## config.mk

```make
export PLATFORM = sky130hd
export DESIGN_NAME = tbsf_mul
export DESIGN_NICKNAME = d
export VERILOG_FILES = /design/src/tbsf_pkg.sv /design/src/tbsf_mul.sv
export SDC_FILE = /design/constraint.sdc
export NUM_CORES = 2
export LEC_CHECK = 0
export BUFFER_PORTS_ARGS = -buffer_cell sky130_fd_sc_hd__buf_2
export CORE_UTILIZATION = 45
export CTS_BUF_LIST = sky130_fd_sc_hd__clkbuf_8
export DETAILED_ROUTE_END_ITERATION = 16
export HOLD_SLACK_MARGIN = 0.05
export SLEW_MARGIN = 20
export SYNTH_ARGS = -nofsm -noshare
export SYNTH_HDL_FRONTEND = slang
export SYNTH_SLANG_ARGS = --single-unit
export TNS_END_PERCENT = 1
```

## constraint.sdc

```tcl
create_clock -name clk -period 14 [get_ports clk]
set_input_delay 2.8 -clock clk [delete_from_list [all_inputs] [get_ports clk]]
set_output_delay 2.8 -clock clk [all_outputs]
set_load 0.005 [all_outputs]
```

## src/tbsf_pkg.sv

```systemverilog
package tbsf_pkg;

  // shared multiplier: signed operands, full-width registered product
  localparam int MUL_W  = 33;
  localparam int PROD_W = 2 * MUL_W;
  localparam int ACC_W  = 60;
  localparam int QW     = 24;

  typedef struct packed {
    logic                    en;
    logic signed [MUL_W-1:0] a;
    logic signed [MUL_W-1:0] b;
  } mul_req_t;

  // constant dividers: q0 = (x * recip) >> shift, then one remainder fix-up
  // gyro scaling 65536/1800 is folded to 8192/225
  localparam logic [31:0] GYRO_DIV    = 32'd225;
  localparam logic [31:0] GYRO_RECIP  = 32'd1221679586;
  localparam int          GYRO_SHIFT  = 38;
  localparam logic [31:0] LEAK_DIV    = 32'd1000;
  localparam logic [31:0] LEAK_RECIP  = 32'd2199023255;
  localparam int          LEAK_SHIFT  = 41;
  localparam logic [31:0] BLEND_DIV   = 32'd10;
  localparam logic [31:0] BLEND_RECIP = 32'd429496729;
  localparam int          BLEND_SHIFT = 32;
  localparam logic [31:0] LEFT_DIV    = 32'd5;
  localparam logic [31:0] LEFT_RECIP  = 32'd858993459;
  localparam int          LEFT_SHIFT  = 32;

  // 45.0 in q15.16
  localparam logic signed [31:0] DIST_BOUND = 32'sd2949120;

endpackage

```

## src/tbsf_mul.sv

```systemverilog
module tbsf_mul (
  input  logic                               clk,
  input  tbsf_pkg::mul_req_t                 req,
  output logic signed [tbsf_pkg::PROD_W-1:0] prod
);
  import tbsf_pkg::*;

  logic signed [PROD_W-1:0] prod_r;

  always_ff @(posedge clk) begin
    if (req.en) begin
      prod_r <= $signed(req.a) * $signed(req.b);
    end
  end

  assign prod = prod_r;

endmodule

```

; ---- Yosys cells after proc, flatten, opt, wreduce, memory -nomap -nowiden
; Cells that the tools add are included.
[classes]
addsub = 0
n_mul = 1
div_mod_pow = 0
order_cmp = 0
eq_ne = 0
shifts = 0
muxes = 0
bitwise_logic = 0
n_reduce_logical = 0
[op_table]
columns = cell, count
row1 = 33-bit by 33-bit multiplier with 66-bit output, 1
[totals]
ff_bits = 66
latch_bits = 0
ram_bits = 0
mem_bits_ro = 0
inputBits = 68
output_inout_bits = 66
wordCells = 2
n_memories = 0

; ---- Logic depth before layout (Yosys ltp)
[logic_depth]
depth_word = 1
mapped_depth = 27
ltp_nobuf = 26

; ---- Least setup slack after synthesis
; Ideal clock, no wire load.
[synth_timing]
kind = input to register
from = input port req[65] in the netlist's numbering
to = register prod_r[62] (netlist: prod[62]), data pin
setup_ns = 0.269
t_arrival_ns = 9.896
required_ns = 13.731
slack_ns = 3.835
stages = 23
n_path_buf = 2
cell_sequence = clkbuf_1 -> nand2_1 -> inv_1 -> fa_1 -> fa_1 -> fa_1 -> fa_1 -> fa_1 -> fa_1 -> fa_1 -> inv_1 -> fa_1 -> inv_1 -> ha_1 -> clkbuf_1 -> and3_1 -> nand3_1 -> nand2b_1 -> a2111oi_4 -> a211oi_4 -> a21o_2 -> a211oi_2 -> a211oi_2
[synth_via]
elab_chain_len = 1
[synth_lines]
columns = item, line_no
row1 = from (decl), tbsf_mul.sv:3  ; input tbsf_pkg::mul_req_t req,
row2 = 33-bit by 33-bit multiplier with 66-bit output, tbsf_mul.sv:12  ; prod_r <= $signed(req.a) * $signed(req.b);
row3 = to (signal assigned), tbsf_mul.sv:12
row4 = to (decl), tbsf_mul.sv:8  ; logic signed [PROD_W-1:0] prod_r;
; No other way between the ends.
; A chain may end at the register's enable or synchronous reset.

; ---- Worst setup path after layout
[layout_timing]
from = input port req[9] in the netlist's numbering
to = register prod_r[64] (netlist: prod[64]), data pin
; Same word-level chain as after synthesis.

==> metrics.yaml <==
n_fill_cell: 8743
period_share_pct: 75.6
worst_setup_path_start_kind: "input pin"
max_cap_viol_count: 0
cp_slowest_cell: "fa_1"
dpl.cell_count: 5441
vias: 28449
start_util_pct: 45.7
drive_above_1_share_pct: 4.72
cpMostUsedCell: "fa_1"
die_w_microns: 305
portBuffers: 133
largest_reg_flops: 66
async_reset_ff_share_pct: 0
grt_start_max_net_pins: 67
ctsResizeCount: 0
design.core.area_sq_um: 90600
hold_buffers: 0
dp_hpwl_microns: 89200
met2_usage_pct: 44.3
ys_types: 80
yosys_register_bits: 66
yosysWarnings: 0
hp-class: "input pin to flip-flop"
syn_nets: 5768
hold_viol: 0
firstDrtPassIters: 5
fmax_mhz: 94.5
die-area_sq_um: 93200
syn_inst: 4338
cp-end-kind: "flip-flop"
clock_path_buffers: 2
antenna_found_initial: 9
status: "finished, final reports clean"
nNetsFinal: 5706
routabilityCongestion: 0.897
synth_area_per_cell_sq_um: 9.54
routedWlPerCell_microns: 19.9
critPathKind: "input pin to flip-flop"
grt_pass1_wl_microns: 173000
use_met1_pct: 29.2
cts-root-buf: "clkbuf_8"
num_rows: 110
track_usage_pct: 24.2
totalNegativeSetupSlack_ps: 0
ios: 134
grt_overflow_total: 0
syn_area_sq_um: 41400
path_max_fanout: 33
use_met3_pct: 2.72
critPathMaxStageDelay_ps: 800
syn2layout_area_growth_pct: 3.94
slew_violations: 0
max_slew_margin_pct: 32.3
synth_flop_cell: "edfxtp_1"
cts.clk_slew.worst_paths_ps: 90
cts_tree: "done"
crit_chain: "buf_2 > nand2_1 > fa_1 > fa_1 > fa_1 > inv_1 > fa_1 > fa_1 > fa_1 > fa_1 > inv_1 > fa_1 > inv_1 > ha_1 > nand3_1 > nor2_1 > nand2_1 > nor3_1 > o311ai_4 > nand3_2 > a211oi_1 > a311oi_1"
min_period_ps: 10580
post_cts_buffers: 0
remaining_drc_errors: 0
synth_seq_area_share_pct: 4.79
setup_violations: 0
busiest_layer: "met2"
grt_pass1_vias: 30606
worstPathArrival_ps: 10780
ant_nets: 0
via_per_inst: 5.21
final_cells: 5459
chipHeight_microns: 305
worst_pin_slew_ps: 1010
final_util_pct: 47.5
cp_top_family: "adder cells"
wl_microns: 108000
cts-htree-levels: 3
cp_num_buf_inv: 4
synth_edf_count: 66
cts.sinks: 66
rsz0062_at_grt: "false"
drtIter0Drc: 1528
worstPathRequired_ps: 14200
numCtsBuffers: 9
-- cell usage in the layout, fill, tap and decap left out, types with 4 or more instances in the layout --
cell type / netlist / layout
clkbuf_8: 0 / 9
o21a_1: 6 / 6
and4_1: 5 / 5
o21ai_0: 25 / 25
o211ai_1: 4 / 4
and3_1: 5 / 5
nand3_1: 25 / 25
nand2_1: 551 / 551
nand2b_1: 12 / 12
nor2_1: 68 / 68
xnor2_1: 43 / 43
buf_2: 11 / 133
a21oi_1: 57 / 57
a211oi_1: 7 / 7
o21ai_1: 6 / 6
and2_1: 562 / 562
xor2_1: 25 / 25
nand4_1: 11 / 11
edfxtp_1: 66 / 66
o21bai_1: 11 / 11
fa_1: 1145 / 1144
buf_4: 0 / 15
inv_1: 1131 / 1131
ha_1: 217 / 217
a31oi_1: 8 / 8
a211o_1: 6 / 6
nor2b_1: 5 / 5
a21o_1: 36 / 36
nor3_1: 7 / 7
-- final timing paths --
path / slack [ps] / from / cells past startpoint / to
worst max-delay path: 3420 / req[9] / 22 / prod[64]
worst min-delay path: 3100 / req[66] / 2 / prod[65]
-- cells by family (layout without fill, tap and decap cells) --
| logic type | Yosys count | after routing | share of synthesized area, % |
|---|---|---|---|
| AOI/OAI and AO/OA | 219 | 219 | 4.00 |
| xor gates and xnor gates | 68 | 68 | 1.44 |
| adders and majority gates | 1362 | 1362 | 61.9 |
| buffers and inverters | 1352 | 1295 | 12.3 |
| DFF | 66 | 66 | 4.79 |
| other | 0 | 2 | 0 |
| and+or+nand+nor | 1271 | 1271 | 15.5 |
-- stage by stage --
step	hold WS (ps)	cell area, sq um	setup slack, ps
finish	3100	43000	3420
global route	3140	43000	3050
CTS	3120	43000	3400
detailed placement	3190	42800	2980
global placement	3190	42800	3080
floorplan	2910	41400	3830
-- routing by layer --
| layer | vias to the layer above | wire length, microns |
|---|---|---|
| met2 | 700 | 58200 |
| met3 | 197 | 4480 |
| met4 | 6 | 4750 |
| li1 | 12261 | - |
| met5 | - | 32 |
| met1 | 15285 | 41000 |
-- synth_stat cells (6+ instances only) --
cell	n	share of area, %
edfxtp_1	66	4.8
fa_1	1145	55
nor3_1	7	0.085
nand2_1	551	5.0
o21bai_1	11	0.20
inv_1	1131	10
o21ai_0	25	0.30
nand2b_1	12	0.18
and2_1	562	8.5
ha_1	217	6.6
o21a_1	6	0.11
xor2_1	25	0.53
nand3_1	25	0.30
a211o_1	6	0.13
nor2_1	68	0.62
a31oi_1	8	0.12
o21ai_1	6	0.073
a21o_1	36	0.65
clkbuf_1	208	1.9
a21oi_1	57	0.69
nand4_1	11	0.17
a211oi_1	7	0.13
xnor2_1	43	0.91
buf_2	11	0.13
-- layout make-up --
cell class,instances,area [sq um],share of cell area (%)
Multi-Input combinational cell,2920,34300,79.8
Clock buffer,9,124,0.288
Antenna cell,2,5.00,0.0116
Sequential cell,66,1980,4.61
Timing Repair Buffer,148,778,1.81
Inverter,1131,4250,9.87
Clock inverter,7,101,0.236
Tap cell,1176,1470,3.42
Power is not shown: default switching activity piles up to over one toggle a cycle in this logic, so the estimate is an artifact.
